### src/hdl/rkint_pkg.sv
`default_nettype none
// ----------------------------------------------------------------------------
// rkint_pkg: shared types and constants for the RK4 stage integrator
// Operation codes, slope store geometry, fixed-point and divider constants.
// ----------------------------------------------------------------------------
package rkint_pkg;

  localparam int NUM_VARS  = 64;
  localparam int VAR_AW    = (NUM_VARS > 1) ? $clog2(NUM_VARS) : 1;
  localparam int FRAC_BITS = 16;

  typedef enum logic [2:0] {
    FN_COPY     = 3'd0,
    FN_STAGE1   = 3'd1,
    FN_STAGE2   = 3'd2,
    FN_STAGE3   = 3'd3,
    FN_COMBINE  = 3'd4,
    FN_PROGRESS = 3'd5,
    FN_ZERO     = 3'd6
  } func_t;

  // floor(w/3) = (w * ceil(2^37/3)) >> 37, exact for w below 2^37
  localparam int DIV3_SHIFT  = 37;
  localparam int RECIP_SPLIT = 18;
  localparam logic [63:0] DIV3_RECIP = ((64'd1 << DIV3_SHIFT) + 64'd2) / 64'd3;
  localparam logic [RECIP_SPLIT-1:0] RECIP_HI = RECIP_SPLIT'(DIV3_RECIP >> RECIP_SPLIT);
  localparam logic [RECIP_SPLIT-1:0] RECIP_LO = RECIP_SPLIT'(DIV3_RECIP);

  // (s + 3) lifted by 6*2^32 so the combine sum is never negative
  localparam logic signed [36:0] COMB_BIAS   = (37'sd6 <<< 32) + 37'sd3;
  localparam logic signed [48:0] COMB_OFFSET = 49'sd1 <<< 32;

  typedef struct packed {
    logic              rd_en;
    logic              wr;
    logic              clr;
    logic              in_range;
    logic [VAR_AW-1:0] addr;
    logic [31:0]       wdata;
  } slope_req_t;

endpackage
`default_nettype wire

### src/hdl/rkint_arith.sv
`default_nettype none
// ----------------------------------------------------------------------------
// rkint_arith: five-stage arithmetic pipeline
// Input register, h*v product and combine sum, rounding and divide-by-3
// partial products, final add, saturation into the result register.
// ----------------------------------------------------------------------------
module rkint_arith
  import rkint_pkg::*;
(
  input  logic               clk,
  input  logic               rst,
  input  logic               in_valid,
  output logic               in_ready,
  input  logic [2:0]         func,
  input  logic signed [31:0] position,
  input  logic signed [31:0] rate,
  input  logic signed [31:0] slope_one,
  input  logic signed [31:0] slope_two,
  input  logic signed [31:0] slope_three,
  input  logic [30:0]        step_size,
  output logic               out_valid,
  input  logic               out_ready,
  output logic signed [31:0] value,
  output logic               overflow
);

  logic v1, v2, v3, v4;
  logic free1, free2, free3, free4, free5;

  func_t              s1_func, s2_func, s3_func;
  logic signed [31:0] s1_x, s1_v, s2_x, s3_x;
  logic signed [63:0] s2_prod;
  logic [34:0]        s2_w;
  logic signed [47:0] s3_rnd;
  logic [52:0]        s3_ph, s3_pl;
  logic signed [48:0] s4_r;

  logic signed [63:0] prod_c;
  logic signed [36:0] sum_c;
  logic               half17_c;
  logic signed [63:0] rnd_sum_c;
  logic signed [47:0] rnd_c;
  logic [71:0]        comb_prod_c;
  logic [34:0]        quot_c;
  logic signed [48:0] r_c;
  logic               ovf_c;
  logic signed [31:0] sat_c;

  assign free5    = !out_valid || out_ready;
  assign free4    = !v4 || free5;
  assign free3    = !v3 || free4;
  assign free2    = !v2 || free3;
  assign free1    = !v1 || free2;
  assign in_ready = free1;

  always_ff @(posedge clk) begin
    if (rst) begin
      v1        <= 1'b0;
      v2        <= 1'b0;
      v3        <= 1'b0;
      v4        <= 1'b0;
      out_valid <= 1'b0;
    end else begin
      if (free1) v1 <= in_valid;
      if (free2) v2 <= v1;
      if (free3) v3 <= v2;
      if (free4) v4 <= v3;
      if (free5) out_valid <= v4;
    end
  end

  // stage 2: product and combine sum
  assign prod_c = 64'(signed'({1'b0, step_size})) * 64'(s1_v);
  assign sum_c  = 37'(slope_one) + (37'(slope_two) <<< 1) + (37'(slope_three) <<< 1)
                + 37'(s1_v) + COMB_BIAS;

  // stage 3: round h*v back to Q16.16, split reciprocal multiply
  assign half17_c  = (s2_func == FN_STAGE1) || (s2_func == FN_STAGE2);
  assign rnd_sum_c = s2_prod + (half17_c ? (64'sd1 <<< FRAC_BITS)
                                         : (64'sd1 <<< (FRAC_BITS - 1)));
  assign rnd_c     = half17_c ? 48'(rnd_sum_c >>> (FRAC_BITS + 1))
                              : 48'(rnd_sum_c >>> FRAC_BITS);

  // stage 4: final add
  assign comb_prod_c = (72'(s3_ph) << RECIP_SPLIT) + 72'(s3_pl);
  assign quot_c      = 35'(comb_prod_c >> DIV3_SHIFT);

  always_comb begin
    case (s3_func)
      FN_COPY:     r_c = 49'(s3_x);
      FN_STAGE1,
      FN_STAGE2,
      FN_STAGE3,
      FN_PROGRESS: r_c = 49'(s3_x) + 49'(s3_rnd);
      FN_COMBINE:  r_c = $signed(49'(quot_c)) - COMB_OFFSET;
      default:     r_c = '0;
    endcase
  end

  // stage 5: saturate
  assign ovf_c = !((&s4_r[48:31]) || (~|s4_r[48:31]));
  assign sat_c = !ovf_c ? s4_r[31:0] : (s4_r[48] ? 32'sh80000000 : 32'sh7FFFFFFF);

  always_ff @(posedge clk) begin
    if (free1) begin
      s1_func <= func_t'(func);
      s1_x    <= position;
      s1_v    <= rate;
    end
    if (free2) begin
      s2_func <= s1_func;
      s2_x    <= s1_x;
      s2_prod <= prod_c;
      s2_w    <= sum_c[35:1];
    end
    if (free3) begin
      s3_func <= s2_func;
      s3_x    <= s2_x;
      s3_rnd  <= rnd_c;
      s3_ph   <= 53'(s2_w) * 53'(RECIP_HI);
      s3_pl   <= 53'(s2_w) * 53'(RECIP_LO);
    end
    if (free4) begin
      s4_r <= r_c;
    end
    if (free5) begin
      value    <= sat_c;
      overflow <= ovf_c;
    end
  end

endmodule
`default_nettype wire

### config.mk
export PLATFORM = sky130hd
export DESIGN_NAME = rkint_arith
export DESIGN_NICKNAME = d
export VERILOG_FILES = /design/src/hdl/rkint_pkg.sv /design/src/hdl/rkint_arith.sv
export SDC_FILE = /design/constraint.sdc
export NUM_CORES = 2
export LEC_CHECK = 0
export BUFFER_PORTS_ARGS = -buffer_cell sky130_fd_sc_hd__buf_2
export CORE_MARGIN = 3
export CORE_UTILIZATION = 34
export CTS_BUF_LIST = sky130_fd_sc_hd__clkbuf_16
export DETAILED_ROUTE_END_ITERATION = 8
export PLACE_DENSITY_LB_ADDON = 0.05
export SETUP_SLACK_MARGIN = 0.5
export SYNTH_ARGS = -nofsm -noshare
export SYNTH_HDL_FRONTEND = slang
export SYNTH_SLANG_ARGS = --single-unit
### constraint.sdc
create_clock -name clk -period 10.9 [get_ports clk]
set_clock_uncertainty 0.15 [all_clocks]
set_input_delay 0.545 -clock clk [delete_from_list [all_inputs] [get_ports clk]]
set_output_delay 0.545 -clock clk [all_outputs]
set_load 0.05 [all_outputs]
Word level (Yosys, flattened, before mapping)
Cells that the tools add are included.
W data, S select, Z words.

operators by class
  shift operators = 0
  bitwise logic cells = 0
  reductions and logical operators = 18
  $lt $le $gt $ge = 0
  mux-type cells = 5
  divide/modulo/power cells = 0
  eq/ne operators = 7
  add/sub/neg operators = 8
  multiply operators = 3

operator list
  kind                      count
  $pmux W49 S3              1
  $add A71 B53 Y72          1
  $add A64 B18 Y64          1
  $mul A32 B32 Y64          1
  $mux W32                  2
  $mul A35 B18 Y53 const B  1
  $mul A35 B17 Y52 const B  1
  $add A32 B48 Y49          1
  $mux W47                  1
  $add A35 B32 Y36          1
  $add A36 B36 Y36 const B  1
  $sub A35 B33 Y36 const B  1
  $add A34 B33 Y35          1
  $add A32 B33 Y34          1
  $reduce_and A18 Y1        1
  $reduce_or A18 Y1         1
  $mux W17                  1
  $eq A3 B2 Y1 const B      3
  $logic_not A1 Y1          7
  $logic_or A1 B1 Y1        7
  $eq A3 B1 Y1 const B      2
  $eq A3 B3 Y1 const B      2
  $reduce_or A4 Y1          1
  $logic_not A3 Y1          1

storage, ports and cells
  output and inout port bits = 35
  bits in latches = 0
  RAM bits = 0
  word-level logic and storage cells = 61
  input bits = 198
  flip-flop bits (word level) = 476
  memories = 0
  bits in read-only memories = 0

Longest topological paths before layout
  depth in word-level cells = 6
  gate-level depth with buffers = 30
  mapped depth without buffers = 29

Least setup slack after synthesis
No wires, ideal clock.

  kind = input -> register
  start = in step_size[29]
  end = reg s2_prod[61], data pin
  buffers on the path = 2
  slack = 2.937 ns
  data required time = 10.488 ns
  arrival = 7.551 ns
  setup time = 0.262 ns
  stages on the path = 28
  path through = clkbuf_1 -> nand2_1 -> fa_1 -> inv_1 -> fa_1 -> fa_1 -> inv_1 -> fa_1 -> inv_1 -> fa_1 -> fa_1 -> fa_1 -> inv_1 -> fa_1 -> inv_1 -> ha_1 -> clkbuf_1 -> a21oi_1 -> and3_1 -> o2111a_1 -> o32ai_1 -> a2111oi_0 -> o31ai_2 -> a21oi_1 -> o21ai_1 -> a221oi_2 -> o21bai_1 -> xor2_1

between the ends
  longest elaborated chain between the ends = 1

ends and longest elaborated chain
  what                  line                RTL
  start, declared       rkint_arith.sv:20   input logic [30:0] step_size,
  $mul A32 B32 Y64      rkint_arith.sv:73   assign prod_c = 64'(signed'({1'b0, step_size})) * 64'(s1_v);
  via prod_c[61]        rkint_arith.sv:38   logic signed [63:0] prod_c;
  end signal, assigned  rkint_arith.sv:113  s2_prod <= prod_c;
  end, declared         rkint_arith.sv:32   logic signed [63:0] s2_prod;

The timed path passes the listed nets, and every way through them passes these cells.
A chain may end at the register's enable or synchronous reset.

Worst setup path after layout
  start = reg s1_v[6]
  end = reg s2_prod[61], data pin

between the ends
  longest elaborated chain between the ends = 1

ends and longest elaborated chain
  what                    line                RTL
  start, declared         rkint_arith.sv:31   logic signed [31:0] s1_x, s1_v, s2_x, s3_x;
  start signal, assigned  rkint_arith.sv:108  s1_v <= rate;
  $mul A32 B32 Y64        rkint_arith.sv:73
  via prod_c[61]          rkint_arith.sv:38

The timed path passes the listed nets, and every way through them passes these cells.

==> results.sh <==
export IMPL_io_pins=233
export IMPL_r2r_start="s1_v[6]$_DFFE_PP_"
export IMPL_drc_errors=0
export IMPL_numCtsBuffers=53
export IMPL_cts_tree="built"
export IMPL_core_mm2=0.210
export IMPL_rsz0062_at_grt="no"
export IMPL_cts_setup_buffers=0
export IMPL_seq_area_frac_synth_pct=18.4
export IMPL_final_max_slew_viol_count=0
export IMPL_via_count=49395
export IMPL_die_h_um=465
export IMPL_hold_class="input pin to flop"
export IMPL_rrSetupSlack_ns=1.04
export IMPL_r2r_cells=23
export IMPL_fin_cells=10152
export IMPL_critPathLaunch="s1_v[6]$_DFFE_PP_"
export IMPL_ctsLongestPathBuffers=3
export IMPL_slew_headroom_pct=18.9
export IMPL_status="complete, no violations"
export IMPL_tns_ns=0
export IMPL_place_inst=9980
export IMPL_r2r_end="s2_prod[61]$_DFFE_PP_"
export IMPL_dpl_hpwl_mm=194
export IMPL_path_clk_slew_ns=0.07
export IMPL_syn_instance_count=7131
export IMPL_setup_viol=0
export IMPL_critPathKind="flop to flop"
export IMPL_worst_pin_slew_ns=1.22
export IMPL_met1_length_mm=111
export IMPL_fin_nets=9525
export IMPL_totalWireLength_mm=234
export IMPL_wl_met2_mm=109
export IMPL_avgViaCountPerCell=4.87
export IMPL_die_area_mm2=0.217
export IMPL_first_pass_iters=5
export IMPL_ys_flop_type="edfxtp_1"
export IMPL_grt_ovfl_total=0
export IMPL_worst_setup_path_end_kind="flop"
export IMPL_post_route_period_util_pct=90.4
export IMPL_hold_slack_ns=0.0986
export IMPL_fmax_ghz=0.101
export IMPL_synth_edf_count=437
export IMPL_finalHoldViolations=0
export IMPL_synthesis_area_mm2=0.0718
export IMPL_critPathCapture="s2_prod[61]$_DFFE_PP_"
export IMPL_wl_per_cell_um=23.0
export IMPL_ctsHoldBuffers=70
export IMPL_initial_core_util_pct=34.2
export IMPL_drv_cap=0
export IMPL_wl_met3_mm=9.42
export IMPL_port_buffers=232
export IMPL_routed_top_layer="met5"
export IMPL_synthesis_nets=9356
export IMPL_place_gp_congestion=0.893
export IMPL_worstPathArrival_ns=10.12
export IMPL_drt_iter0_drc=2981
export IMPL_async_reset_ff_share_pct=0
export IMPL_clockRootBuffer="clkbuf_16"
export IMPL_yosysWarnings=0
export IMPL_required_ns=11.16
export IMPL_clk_latency_ns=0.66
export IMPL_grt_antenna_before_repair=12
export IMPL_ys_types=93
export IMPL_grt_usage_pct=21.9
export IMPL_grt_pass1_wl_mm=356
export IMPL_htreeDepth=2
export IMPL_cts_resized_gates=0
export IMPL_rows=168
export IMPL_cp_start_kind="flop"
export IMPL_ys_seq_elements=442
export IMPL_grt_max_degree=83
export IMPL_layout_min_cycle_time_ns=9.86
export IMPL_grt_pass1_vias=53789
export IMPL_area_growth_pct=9.43
export IMPL_die_w_um=465
export IMPL_clkSinkCount=442
export IMPL_crit_path_max_fanout=23
export IMPL_detail_route_antenna_nets=0
export IMPL_syn_area_per_cell_um2=10.1
export IMPL_drive_gt1_share_pct=6.11
[flip-flops by register name, indices dropped and copies added (netlist names)]
name	cells
s2_x	32
overflow	1
s2_prod	49
value	32
v4	1
v3	1
out_valid	1
s1_x	32
s1_func	3
v1	1
s3_pl	35
s3_ph	51
s3_func	3
s3_rnd	48
s3_x	32
s2_w	35
s4_r	49
v2	1
s1_v	32
s2_func	3
[synth_stat cells, types with 8 or more instances]
| cell | instances | share of area [%] |
|---|---|---|
| o21ai_0 | 161 | 1.1 |
| ha_1 | 759 | 13 |
| o21a_1 | 32 | 0.33 |
| inv_1 | 1466 | 7.7 |
| o22ai_1 | 10 | 0.087 |
| and4_1 | 9 | 0.11 |
| clkbuf_1 | 259 | 1.4 |
| o211ai_1 | 17 | 0.18 |
| mux2i_1 | 9 | 0.13 |
| xor2_1 | 107 | 1.3 |
| nand2b_1 | 31 | 0.27 |
| nand3_1 | 83 | 0.58 |
| and2_1 | 589 | 5.1 |
| o221ai_1 | 9 | 0.11 |
| a21oi_1 | 291 | 2.0 |
| xnor2_1 | 149 | 1.8 |
| o31ai_1 | 9 | 0.094 |
| a211oi_1 | 34 | 0.36 |
| and3_1 | 37 | 0.32 |
| o22a_1 | 8 | 0.098 |
| nor3_1 | 53 | 0.37 |
| a21o_1 | 140 | 1.5 |
| nand4_1 | 61 | 0.53 |
| a31oi_1 | 41 | 0.36 |
| edfxtp_1 | 437 | 18 |
| o21bai_1 | 36 | 0.38 |
| fa_1 | 1268 | 35 |
| or2_2 | 8 | 0.070 |
| nor2b_1 | 53 | 0.46 |
| nand2_1 | 604 | 3.2 |
| nor4_1 | 13 | 0.11 |
| a22oi_1 | 29 | 0.30 |
| nor2_1 | 165 | 0.86 |
| a31o_2 | 9 | 0.11 |
[layout by cell type (no fill, tap or decap), types with 17 or more instances in the layout]
cell / synthesis / layout
inv_1: 1466 / 1473
fa_1: 1268 / 1268
ha_1: 759 / 759
nand2_1: 604 / 602
and2_1: 589 / 589
edfxtp_1: 437 / 437
a21oi_1: 291 / 291
buf_2: 3 / 232
nor2_1: 165 / 164
o21ai_0: 161 / 161
xnor2_1: 149 / 149
a21o_1: 140 / 140
xor2_1: 107 / 107
buf_4: 0 / 86
nand3_1: 83 / 82
dlygate4sd3_1: 1 / 70
nand4_1: 61 / 61
nor2b_1: 53 / 53
clkbuf_16: 0 / 53
nor3_1: 53 / 52
a31oi_1: 41 / 41
and3_1: 37 / 37
o21bai_1: 36 / 36
a211oi_1: 34 / 34
o21a_1: 32 / 32
nand2b_1: 31 / 31
a22oi_1: 29 / 29
o211ai_1: 17 / 17
[per-layer routing]
metal	GRT usage, %	vias to the layer above
met5	0	-
met4	3.77	2
met3	2.46	183
met2	36.0	976
met1	31.4	25254
li1	-	22980
[layout make-up]
type | count | area (um2)
sequential | 442 | 13200
fill | 21341 | 131000
clock inverter | 45 | 424
multi-input combinational | 4947 | 52000
clock buffer | 53 | 1330
tap | 2805 | 3510
antenna | 4 | 10.0
inverter | 1467 | 5510
timing repair buffer | 389 | 2530
[kinds of logic (layout without fill, tap and decap cells)]
kind of cell    after synthesis  in the layout  share of synthesized area (%)
other cells                   0              4                              0
buf+inv                    1742           1954                           9.17
mux                          10             10                          0.141
xor+xnor                    256            256                           3.12
fa+ha+maj                  2027           2027                           48.6
simple gates               1732           1732                           12.3
flops                       442            442                           18.4
compound gates              922            922                           8.26
[critical path, cell delays in order, from the launching register on]
cell,delay [ns]
edfxtp_1,1.15
and2_1,0.28
fa_1,0.45
fa_1,0.58
fa_1,0.60
inv_1,0.05
fa_1,0.47
inv_1,0.05
fa_1,0.46
ha_1,0.30
fa_1,0.50
fa_1,0.45
ha_1,0.37
a21oi_1,0.48
o21ai_0,0.39
a22oi_1,0.34
nand3_1,0.40
a2111oi_0,0.81
o31ai_2,0.19
a21oi_1,0.32
o21ai_1,0.20
a221oi_2,0.34
o21bai_1,0.12
xor2_1,0.14
[metrics by stage]
step                      area (um2)  worst slack, ns  util, %
after floorplan                71800             2.94        -
after CTS                      78500            0.940     37.4
after global placement         76100             1.06     36.3
final                          78500             1.04     37.4
after detailed placement       76100            0.967     36.3
after global routing           78500            0.673     37.4
[worst min-delay path by stage]
stage | from | endpoint | slack (ns) | cells after the start
global route | out_ready | out_valid$_SDFFE_PP0P_ | 0.11 | 4
detailed placement | s2_x[17]$_DFFE_PP_ | s3_x[17]$_DFFE_PP_ | 0.26 | 0
global placement | s1_x[13]$_DFFE_PP_ | s2_x[13]$_DFFE_PP_ | 0.25 | 0
CTS | out_ready | out_valid$_SDFFE_PP0P_ | 0.03 | 4
floorplan | s1_func[0]$_DFFE_PP_ | s2_func[0]$_DFFE_PP_ | 0.25 | 0
finish | out_ready | out_valid$_SDFFE_PP0P_ | 0.1 | 4
Power is not shown: default switching activity piles up to over one toggle a cycle in this logic, so the estimate is an artifact.
